File: src/hdl/pbr_pkg.sv
// Shared types and constants for the priority button rule resolver.
package pbr_pkg;

  localparam int NUM_RULES_DEF = 8;
  localparam int IDX_W         = 3;
  localparam int MASK_W        = 16;
  localparam int PRIO_W        = 8;
  localparam int COORD_W       = 8;
  localparam int FORM_W        = 2;
  localparam int KEY_W         = 8;
  localparam int CFG_IDX_W     = 3;
  localparam int CFG_DATA_W    = 16;
  localparam int IN_DATA_W     = 96;
  localparam int OUT_DATA_W    = 56;

  typedef enum logic [2:0] {
    ST_RESOLVED,
    ST_NO_MATCH,
    ST_AMBIGUOUS,
    ST_BAD_OUTPUTS,
    ST_BAD_POLICY,
    ST_BAD_KEY,
    ST_BAD_FORM
  } status_t;

  localparam logic [FORM_W-1:0] FORM_FIXED = 2'd0;
  localparam logic [FORM_W-1:0] FORM_DIR   = 2'd1;

  localparam logic [CFG_IDX_W-1:0] REG_CUSTOM_EN   = 3'd0;
  localparam logic [CFG_IDX_W-1:0] REG_CUSTOM_L    = 3'd1;
  localparam logic [CFG_IDX_W-1:0] REG_CUSTOM_N    = 3'd2;
  localparam logic [CFG_IDX_W-1:0] REG_CUSTOM_R    = 3'd3;
  localparam logic [CFG_IDX_W-1:0] REG_DEFAULT_L   = 3'd4;
  localparam logic [CFG_IDX_W-1:0] REG_DEFAULT_N   = 3'd5;
  localparam logic [CFG_IDX_W-1:0] REG_DEFAULT_R   = 3'd6;
  localparam logic [CFG_IDX_W-1:0] REG_KNOWN_MASK  = 3'd7;

  typedef struct packed {
    logic [MASK_W-1:0]  outs;
    logic [FORM_W-1:0]  form;
    logic [MASK_W-1:0]  fixed_xy;
    logic               needs_dir;
    logic [COORD_W-1:0] forced_y;
  } action_t;

  typedef struct packed {
    logic               valid;
    logic               wr;
    logic [IDX_W-1:0]   index;
    logic               en;
    logic [MASK_W-1:0]  trig;
    logic [PRIO_W-1:0]  prio;
    action_t            wr_act;
    logic [MASK_W-1:0]  buttons;
    logic [KEY_W-1:0]   key;
    logic               found;
    logic               amb;
    logic [PRIO_W-1:0]  best;
    logic [IDX_W-1:0]   sel;
    action_t            win_act;
  } token_t;

  typedef struct packed {
    logic               custom_en;
    logic [COORD_W-1:0] custom_l;
    logic [COORD_W-1:0] custom_n;
    logic [COORD_W-1:0] custom_r;
    logic [COORD_W-1:0] default_l;
    logic [COORD_W-1:0] default_n;
    logic [COORD_W-1:0] default_r;
    logic [MASK_W-1:0]  known_mask;
  } cfg_t;

  typedef struct packed {
    logic [MASK_W-1:0]  detail;
    logic [COORD_W-1:0] y;
    logic [COORD_W-1:0] x;
    logic [MASK_W-1:0]  bits;
    logic [IDX_W-1:0]   sel;
    logic               matched;
    status_t            status;
  } result_t;

endpackage

File: src/hdl/pbr_cell.sv
// One rule cell: stores a rule and updates the passing transaction's best match.
module pbr_cell
  import pbr_pkg::*;
#(
  parameter int CellIdx = 0
) (
  input  logic   clk,
  input  logic   rst_n,
  input  logic   advance,
  input  token_t tok_in,
  output token_t tok_out
);

  logic              en_r;
  logic [MASK_W-1:0] trig_r;
  logic [PRIO_W-1:0] prio_r;
  action_t           act_r;
  logic              valid_r;
  token_t            data_r;
  token_t            tok_nxt;
  logic              hit;
  logic              fire;

  assign hit = tok_in.valid && tok_in.wr && (int'(tok_in.index) == CellIdx);

  always_comb begin
    tok_nxt = tok_in;
    fire    = tok_in.valid && !tok_in.wr && en_r && (trig_r != '0) &&
              ((tok_in.buttons & trig_r) == trig_r);
    if (fire) begin
      if (!tok_in.found || (prio_r > tok_in.best)) begin
        tok_nxt.found   = 1'b1;
        tok_nxt.amb     = 1'b0;
        tok_nxt.best    = prio_r;
        tok_nxt.sel     = IDX_W'(CellIdx);
        tok_nxt.win_act = act_r;
      end else if (prio_r == tok_in.best) begin
        tok_nxt.amb = 1'b1;
      end
    end
  end

  always_ff @(posedge clk) begin
    if (!rst_n) begin
      valid_r <= 1'b0;
      en_r    <= 1'b0;
    end else if (advance) begin
      valid_r <= tok_in.valid;
      if (hit) begin
        en_r <= tok_in.en;
      end
    end
  end

  always_ff @(posedge clk) begin
    if (advance) begin
      data_r <= tok_nxt;
      if (hit) begin
        trig_r <= tok_in.trig;
        prio_r <= tok_in.prio;
        act_r  <= tok_in.wr_act;
      end
    end
  end

  always_comb begin
    tok_out       = data_r;
    tok_out.valid = valid_r;
  end

endmodule

File: src/hdl/pbr_out.sv
// Result stage: turns the winning rule into status and coordinates, holds the output register.
module pbr_out
  import pbr_pkg::*;
(
  input  logic                  clk,
  input  logic                  rst_n,
  input  token_t                tok,
  input  cfg_t                  cfg,
  input  logic                  out_tready,
  output logic                  out_tvalid,
  output logic [OUT_DATA_W-1:0] out_tdata,
  output logic                  advance
);

  logic              out_valid_r;
  result_t           res_r;
  result_t           res_nxt;
  logic [MASK_W-1:0] stray;
  logic [COORD_W-1:0] dir_x;

  assign advance = !out_valid_r || out_tready;
  assign stray   = tok.win_act.outs & ~cfg.known_mask;

  always_comb begin
    case (tok.key) inside
      8'd1, 8'd4, 8'd7: dir_x = cfg.custom_en ? cfg.custom_l : cfg.default_l;
      8'd3, 8'd6, 8'd9: dir_x = cfg.custom_en ? cfg.custom_r : cfg.default_r;
      default:          dir_x = cfg.custom_en ? cfg.custom_n : cfg.default_n;
    endcase
  end

  always_comb begin
    res_nxt         = '0;
    res_nxt.status  = ST_NO_MATCH;
    if (tok.found) begin
      res_nxt.matched = 1'b1;
      res_nxt.sel     = tok.sel;
      if (tok.amb) begin
        res_nxt.status = ST_AMBIGUOUS;
        res_nxt.detail = MASK_W'(tok.best);
      end else begin
        res_nxt.bits = tok.win_act.outs & cfg.known_mask;
        if (stray != '0) begin
          res_nxt.status = ST_BAD_OUTPUTS;
          res_nxt.detail = stray;
        end else begin
          case (tok.win_act.form)
            FORM_FIXED: begin
              res_nxt.status = ST_RESOLVED;
              res_nxt.x      = tok.win_act.fixed_xy[COORD_W-1:0];
              res_nxt.y      = tok.win_act.fixed_xy[MASK_W-1:COORD_W];
            end
            FORM_DIR: begin
              if (!tok.win_act.needs_dir) begin
                res_nxt.status = ST_BAD_POLICY;
              end else if ((tok.key == '0) || (tok.key > 8'd9)) begin
                res_nxt.status = ST_BAD_KEY;
                res_nxt.detail = MASK_W'(tok.key);
              end else begin
                res_nxt.status = ST_RESOLVED;
                res_nxt.x      = dir_x;
                res_nxt.y      = tok.win_act.forced_y;
              end
            end
            default: begin
              res_nxt.status = ST_BAD_FORM;
              res_nxt.detail = MASK_W'(tok.win_act.form);
            end
          endcase
        end
      end
    end
  end

  always_ff @(posedge clk) begin
    if (!rst_n) begin
      out_valid_r <= 1'b0;
    end else if (advance) begin
      out_valid_r <= tok.valid && !tok.wr;
    end
  end

  always_ff @(posedge clk) begin
    if (advance) begin
      res_r <= res_nxt;
    end
  end

  assign out_tvalid = out_valid_r;
  assign out_tdata  = {1'b0, res_r};

endmodule

File: src/hdl/priority_button_rule_resolver.sv
// Top level: rule cell chain, configuration registers and result stage.
// Each transaction is registered in every rule cell in turn, then in the output register.
// Throughput: one transaction per cycle; the whole cell chain advances in lockstep
// and stalls only while a result waits in the output register.
// Rule writes travel the chain and update their cell in order; they give no result.
// Reset (rst_n, synchronous): all rules disabled, chain and output empty, registers to defaults.
module priority_button_rule_resolver
  import pbr_pkg::*;
#(
  parameter int NUM_RULES = NUM_RULES_DEF
) (
  input  logic                  clk,
  input  logic                  rst_n,
  input  logic                  in_tvalid,
  output logic                  in_tready,
  // rule_index, rule_enabled, rule_trigger_mask, rule_priority, rule_form,
  // rule_fixed_xy, rule_needs_direction_x, rule_forced_y, rule_outputs,
  // button_mask, stick_dir, zero pad
  input  logic [IN_DATA_W-1:0]  in_tdata,
  // operation
  input  logic [0:0]            in_tuser,
  output logic                  out_tvalid,
  input  logic                  out_tready,
  // status, matched, selected_index, output_bits, stick_x, stick_y, detail, zero pad
  output logic [OUT_DATA_W-1:0] out_tdata,
  input  logic                  cfg_we,
  input  logic [CFG_IDX_W-1:0]  cfg_index,
  input  logic [CFG_DATA_W-1:0] cfg_wdata
);

  cfg_t   cfg_r;
  token_t tok [NUM_RULES+1];
  logic   advance;

  always_ff @(posedge clk) begin
    if (!rst_n) begin
      cfg_r.custom_en  <= 1'b0;
      cfg_r.custom_l   <= 8'd0;
      cfg_r.custom_n   <= 8'd128;
      cfg_r.custom_r   <= 8'd255;
      cfg_r.default_l  <= 8'd0;
      cfg_r.default_n  <= 8'd128;
      cfg_r.default_r  <= 8'd255;
      cfg_r.known_mask <= 16'hFFFF;
    end else if (cfg_we) begin
      case (cfg_index)
        REG_CUSTOM_EN:  cfg_r.custom_en  <= cfg_wdata[0];
        REG_CUSTOM_L:   cfg_r.custom_l   <= cfg_wdata[COORD_W-1:0];
        REG_CUSTOM_N:   cfg_r.custom_n   <= cfg_wdata[COORD_W-1:0];
        REG_CUSTOM_R:   cfg_r.custom_r   <= cfg_wdata[COORD_W-1:0];
        REG_DEFAULT_L:  cfg_r.default_l  <= cfg_wdata[COORD_W-1:0];
        REG_DEFAULT_N:  cfg_r.default_n  <= cfg_wdata[COORD_W-1:0];
        REG_DEFAULT_R:  cfg_r.default_r  <= cfg_wdata[COORD_W-1:0];
        REG_KNOWN_MASK: cfg_r.known_mask <= cfg_wdata[MASK_W-1:0];
        default: ;
      endcase
    end
  end

  assign in_tready = advance;

  always_comb begin
    tok[0]                  = '0;
    tok[0].valid            = in_tvalid;
    tok[0].wr               = in_tuser[0];
    tok[0].index            = in_tdata[2:0];
    tok[0].en               = in_tdata[3];
    tok[0].trig             = in_tdata[19:4];
    tok[0].prio             = in_tdata[27:20];
    tok[0].wr_act.form      = in_tdata[29:28];
    tok[0].wr_act.fixed_xy  = in_tdata[45:30];
    tok[0].wr_act.needs_dir = in_tdata[46];
    tok[0].wr_act.forced_y  = in_tdata[54:47];
    tok[0].wr_act.outs      = in_tdata[70:55];
    tok[0].buttons          = in_tdata[86:71];
    tok[0].key              = in_tdata[94:87];
  end

  for (genvar g = 0; g < NUM_RULES; g++) begin : g_cell
    pbr_cell #(
      .CellIdx(g)
    ) u_cell (
      .clk     (clk),
      .rst_n   (rst_n),
      .advance (advance),
      .tok_in  (tok[g]),
      .tok_out (tok[g+1])
    );
  end

  pbr_out u_out (
    .clk        (clk),
    .rst_n      (rst_n),
    .tok        (tok[NUM_RULES]),
    .cfg        (cfg_r),
    .out_tready (out_tready),
    .out_tvalid (out_tvalid),
    .out_tdata  (out_tdata),
    .advance    (advance)
  );

  a_write_no_result: assert property (@(posedge clk) disable iff (!rst_n)
    tok[NUM_RULES].valid && tok[NUM_RULES].wr && advance |=> !out_tvalid)
    else $error("rule write produced a result");

  a_resolved_matched: assert property (@(posedge clk) disable iff (!rst_n)
    out_tvalid && (out_tdata[2:0] == ST_RESOLVED) |-> out_tdata[3])
    else $error("resolved result without a match");

  a_no_match_clean: assert property (@(posedge clk) disable iff (!rst_n)
    out_tvalid && (out_tdata[2:0] == ST_NO_MATCH) |->
      (out_tdata[54:4] == '0))
    else $error("no-match result carries data");

  a_empty_accepts: assert property (@(posedge clk) disable iff (!rst_n)
    !out_tvalid |-> in_tready)
    else $error("input stalled with empty output register");

endmodule

File: config.mk
export PLATFORM = sky130hd
export DESIGN_NAME = priority_button_rule_resolver
export DESIGN_NICKNAME = d
export VERILOG_FILES = /design/src/hdl/pbr_pkg.sv /design/src/hdl/pbr_cell.sv /design/src/hdl/pbr_out.sv /design/src/hdl/priority_button_rule_resolver.sv
export SDC_FILE = /design/constraint.sdc
export NUM_CORES = 2
export LEC_CHECK = 0
export CAP_MARGIN = 10
export CORE_MARGIN = 2
export CORE_UTILIZATION = 39
export CTS_CLUSTER_DIAMETER = 60
export DETAILED_ROUTE_END_ITERATION = 7
export DONT_BUFFER_PORTS = 1
export GPL_TIMING_DRIVEN = 0
export PLACE_DENSITY = 0.51
export SKIP_CTS_REPAIR_TIMING = 1
export SLEW_MARGIN = 20
export SYNTH_ARGS = -nofsm -noshare
export SYNTH_HDL_FRONTEND = slang
export SYNTH_SLANG_ARGS = --single-unit
File: constraint.sdc
create_clock -name clk -period 45 [get_ports clk]
set_input_delay 6.75 -clock clk [delete_from_list [all_inputs] [get_ports clk]]
set_output_delay 6.75 -clock clk [all_outputs]
set_load 0.01 [all_outputs]
Word level (Yosys, flattened, before mapping)
Index checks and enable logic that the tools add are counted.
{"block": "totals", "register_bits": 1802, "input_bits": 121, "word_cells": 466}
{"block": "classes", "n_lt_le_gt_ge": 8, "eq_ne": 36, "n_mux": 54, "bitwise": 12, "reduce_logical": 108}
{"cell": "two-way mux 56 bit", "n": 8}
{"cell": "two-way mux 54 bit", "n": 7}
{"cell": "bitwise AND 16 bit", "n": 10}
{"cell": "nonzero test 16 bit", "n": 9}
{"cell": "equality test 16 bit", "n": 8}
{"cell": "case mux 16 bit (2 select lines)", "n": 2}
{"cell": "equality test 8 bit", "n": 7}
{"cell": "> comparator 8 bit", "n": 7}
{"cell": "two-way mux 8 bit", "n": 7}
{"cell": "logical AND 1 bit", "n": 49}
{"cell": "two-way mux 16 bit", "n": 2}
{"cell": "AND reduction 2 bit", "n": 16}
{"cell": "equality test 3 bit (second input constant)", "n": 8}
{"cell": "equality test 8 x 3 -> 1 bit (second input constant)", "n": 3}
{"cell": "two-way mux 24 bit", "n": 1}
{"cell": "two-way mux 1 bit", "n": 21}
{"cell": "logical NOT 1 bit", "n": 17}
{"cell": "inverter 16 bit", "n": 1}
{"cell": "equality test 3 x 2 -> 1 bit (second input constant)", "n": 4}
{"cell": "two-way mux 3 bit", "n": 4}
{"cell": "logical OR 1 bit", "n": 9}
{"cell": "OR reduction 3 bit", "n": 3}
{"cell": "equality test 8 x 1 -> 1 bit (second input constant)", "n": 1}
{"cell": "equality test 8 x 2 -> 1 bit (second input constant)", "n": 1}
{"cell": "11 further kinds", "n": 13}

Logic depth before layout (Yosys ltp)
{"block": "logic_depth", "depth_word": 9, "mapped_depth": 9, "ltp_nobuf": 7}

Modules after synthesis
A second synthesis with hierarchy kept.
{"block": "hier_totals", "cells_unflattened": 3335, "area_unflattened_um2": 69369.0}
{"module": "pbr_cell at g_cell[3].u_cell ...", "n_inst": 3, "cells_each": 354, "area_per_inst_um2": 7961.4}
{"module": "pbr_cell at g_cell[4].u_cell ...", "n_inst": 2, "cells_each": 354, "area_per_inst_um2": 7958.9}
{"module": "pbr_cell at g_cell[1].u_cell", "n_inst": 1, "cells_each": 351, "area_per_inst_um2": 7975.1}
{"module": "pbr_cell at g_cell[0].u_cell", "n_inst": 1, "cells_each": 352, "area_per_inst_um2": 7972.6}
{"module": "pbr_cell at g_cell[2].u_cell", "n_inst": 1, "cells_each": 353, "area_per_inst_um2": 7963.9}
{"module": "pbr_out", "n_inst": 1, "cells_each": 258, "area_per_inst_um2": 3000.4}
{"module": "priority_button_rule_resolver", "n_inst": 1, "cells_each": 251, "area_per_inst_um2": 2655.0}

Least setup slack after synthesis
No wires, ideal clock.
{"block": "synth_path", "kind": "input-to-output", "startpoint": "input out_tready", "endpoint": "output in_tready", "t_arrival_ns": 38.981, "t_required_ns": 38.250, "setup_slack_ns": -0.731, "path_stages": 4, "path_cell_list": "nor2b_1 -> clkbuf_1 -> inv_1 -> clkbuf_1"}
{"block": "synth_via", "elab_chain_cells": 1}
{"element": "from (decl)", "line_no": "priority_button_rule_resolver.sv:23", "rtl": "input logic out_tready,"}
{"element": "logical OR 1 bit", "line_no": "pbr_out.sv:21", "rtl": "assign advance = !out_valid_r || out_tready;"}
{"element": "to (decl)", "line_no": "priority_button_rule_resolver.sv:15", "rtl": "output logic in_tready,"}
Every way passes these cells.

Final worst setup path
Same ends and word-level chain as after synthesis.

==> flow_metrics.tcl <==
set metrics [dict create \
    min_path_type "reg2reg" \
    synth_ff_type "edfxtp_1" \
    via_count 27543 \
    ir_drop_v 0.00003715 \
    synth_edf_count 1712 \
    setup_violations 0 \
    drive_gt1_share_pct 18.62 \
    antenna_found_initial 18 \
    skew_ps 66.88 \
    netlist_area_um2 63610 \
    grt_first_pass_wirelength_um 178600 \
    ys_seq_area_share_pct 83.39 \
    hold_depth 0 \
    hp-start "g_cell[6].u_cell.tok_out[82]" \
    vias_per_cell 4.687 \
    path_cells "nor2b_1, clkbuf_1, inv_1, clkbuf_8, buf_16, buf_16, buf_16" \
    grt_max_degree 94 \
    synth_cells 3255 \
    rsz0062_at_grt "no" \
    relSlewSlack_pct 29.58 \
    reg2reg_from "u_out.out_tvalid" \
    final_common_cell "edfxtp_1" \
    drt_wl_total_um 117300 \
    p_leak_nw 27.11 \
    setup_tns_ps 0 \
    whs_endpoint "g_cell[7].u_cell.act_r[2]" \
    critPathArrivalTime_ps 9390 \
    finalMaxSlewViolations 0 \
    path_max_fanout 91 \
    synth.avg_cell_area_um2 19.54 \
    die-width_um 407.9 \
    cts.sinks 1794 \
    hold_viol_final 0 \
    dieHeight_um 407.9 \
    dr.first_iter.drc_count 1810 \
    gp_congestion 0.8449 \
    status "complete, no violations" \
    num-nets-final 3718 \
    cap_violations 0 \
    reg2reg_to "g_cell[6].u_cell.act_r[21]" \
    period_needed_ps 16140 \
    ys_types 57 \
    power_density_nw_per_um2 45.94 \
    rows 148 \
    worst_slew_pin_slew_ps 1056 \
    critical-path-max-stage-delay_ps 600 \
    layout.cells.non_filler 5876 \
    area_delta_synth_final_pct 15.21 \
    post-route-drc-count 0 \
    end_kind "output pin" \
    ios 179 \
    start_util_pct 39.17 \
    grt_overflow_total 0 \
    timing.reg2reg.setup_slack_ps 41070 \
    insertion_delay_ps 820 \
    post-route-util_pct 45.13 \
    setup_ws_ps 28860 \
    crit_top_cell "buf_16" \
    cp.required_ps 38250 \
    htree_levels 4 \
    startpoint_type "input port" \
    drtPass1Iterations 5 \
    synth_fp_nets 3432 \
    crit_type "in2out" \
    grt.total_usage_pct 14.18 \
    finalCritPeriodShare_pct 35.86 \
    wl_per_cell_um 19.95 \
    drtAntennaViolNets 0 \
    crit_slowest_cell "clkbuf_8" \
    mostFrequentLayoutCells "1712 x edfxtp_1, 287 x mux2_2, 189 x clkbuf_16" \
    fillers 13815 \
    dieArea_um2 166400 \
    port-buffer-count 0 \
    ff2ff_path_depth 14 \
    cts_made_buffers 187 \
    post-place-ws_ps 28730 \
    clockBufferDepth 3 \
    max_clock_freq_ghz 0.06196 \
    grt_pass1_vias 28585 \
    ys_ff_latch 1794 \
    async_flop_share_pct 0 \
    clkSlewWorstSetupHoldPaths_ps 60 \
    cts_tree "done" \
    core_um2 162400 \
    root_buffer "clkbuf_16" \
    placedCellCount 5527 \
    yosys_warnings 0 \
    hpwl_um 79350 \
]
==> worst max-delay path by stage <==
stage / slack, ps / startpoint / end
finish: 28860 / out_tready / in_tready
global route: 28570 / out_tready / in_tready
CTS: 28720 / out_tready / in_tready
detailed placement: 28730 / out_tready / in_tready
global placement: 8720 / out_tready / u_out.out_tvalid
floorplan: 16620 / out_tready / in_tready
==> flip-flops by register name, summed over array words and instances (netlist names) <==
register / flops
g_cell.u_cell.tok_out: 1121
g_cell.u_cell.en_r: 8
cfg_r: 65
g_cell.u_cell.trig_r: 128
u_out.out_tdata: 55
g_cell.u_cell.valid_r: 8
g_cell.u_cell.act_r: 344
u_out.out_tvalid: 1
g_cell.u_cell.prio_r: 64
==> critical path: cells and delay by family <==
family	cells	cell delay, ps
buffers and inverters	6	2300
and+or+nand+nor	1	70
==> area by class of cell <==
cell class / count / area (µm²) / share of cell area [%]
sequential: 1794 / 53050 / 72.39
multi-input combinational: 1246 / 9734 / 13.28
clock buffer: 249 / 4995 / 6.815
tap: 2175 / 2721 / 3.713
clock inverter: 94 / 947.2 / 1.292
timing repair buffer: 97 / 925.9 / 1.263
inverter: 130 / 488.0 / 0.6658
buffer: 85 / 410.4 / 0.5600
antenna: 6 / 15.01 / 0.02049
==> power by group <==
part | switching, W | internal (W)
combinational | 0.0000104 | 0.00000706
clock | 0.000630 | 0.000843
sequential | 0.0000185 | 0.00186
total | 0.000659 | 0.00271
==> through the flow <==
stage	cell area [µm²]	power, W	hold WS [ps]
after floorplan	63620	0.001914	400.3
after global placement	66340	0.001928	400.4
after detailed placement	67330	0.001929	404.5
after CTS	73270	0.003416	377.1
after global routing	73280	0.003486	398.6
final	73290	0.003367	379.3
==> Yosys cell counts (2+ instances only) <==
| cell type | instances | share of area (%) |
|---|---|---|
| a2111oi_2 | 3 | 0.071 |
| a211oi_1 | 6 | 0.071 |
| a21boi_0 | 48 | 0.57 |
| a21o_1 | 6 | 0.071 |
| a21oi_1 | 28 | 0.22 |
| a22oi_1 | 9 | 0.11 |
| a2bb2oi_1 | 9 | 0.12 |
| a311oi_1 | 4 | 0.055 |
| a31oi_1 | 9 | 0.089 |
| and2_1 | 60 | 0.59 |
| and3_1 | 18 | 0.18 |
| and4_1 | 6 | 0.083 |
| buf_2 | 17 | 0.13 |
| buf_4 | 2 | 0.024 |
| buf_6 | 6 | 0.11 |
| clkbuf_1 | 59 | 0.35 |
| dfxtp_1 | 82 | 2.6 |
| edfxtp_1 | 1712 | 81 |
| ha_1 | 56 | 1.1 |
| inv_1 | 129 | 0.76 |
| mux2_1 | 79 | 1.4 |
| mux2_2 | 287 | 5.1 |
| mux2i_1 | 24 | 0.38 |
| nand2_1 | 169 | 1.0 |
| nand2b_1 | 101 | 0.99 |
| nand3_1 | 62 | 0.49 |
| nand3b_1 | 7 | 0.083 |
| nand4_1 | 26 | 0.26 |
| nand4b_1 | 7 | 0.096 |
| nor2_1 | 32 | 0.19 |
| nor2b_1 | 31 | 0.30 |
| nor3_1 | 26 | 0.20 |
| nor4_1 | 42 | 0.41 |
| nor4b_1 | 3 | 0.041 |
| o2111ai_1 | 18 | 0.25 |
| o211ai_1 | 2 | 0.024 |
| o21a_1 | 3 | 0.035 |
| o21ai_0 | 24 | 0.19 |
| o22ai_1 | 16 | 0.16 |
| o311ai_0 | 4 | 0.055 |
| o311ai_1 | 4 | 0.055 |
| or3_1 | 2 | 0.020 |
| or4_1 | 2 | 0.024 |
| xnor2_1 | 2 | 0.028 |
==> layer usage <==
layer | up-vias | share of wire (%) | global-route usage [%]
met2 | 550 | 48 | 22.72
met5 | - | 0.10 | 0
met3 | 238 | 4.9 | 3.383
met1 | 13583 | 44 | 18.85
li1 | 13156 | - | -
met4 | 16 | 2.8 | 5.147
==> logic make-up (layout without fill, tap and decap cells) <==
family	count (synthesis)	in the layout	share of synthesized area, %
AO/OA/AOI/OAI	198	198	2.205
XOR/XNOR	3	3	0.04131
adder cells (fa/ha/maj)	56	56	1.101
buffers and inverters	215	655	1.385
flip-flops	1794	1794	83.39
multiplexers	390	390	6.856
other	1	7	0.005895
AND/OR/NAND/NOR	598	598	5.012
No activity file was read; power rests on OpenSTA's default activity.
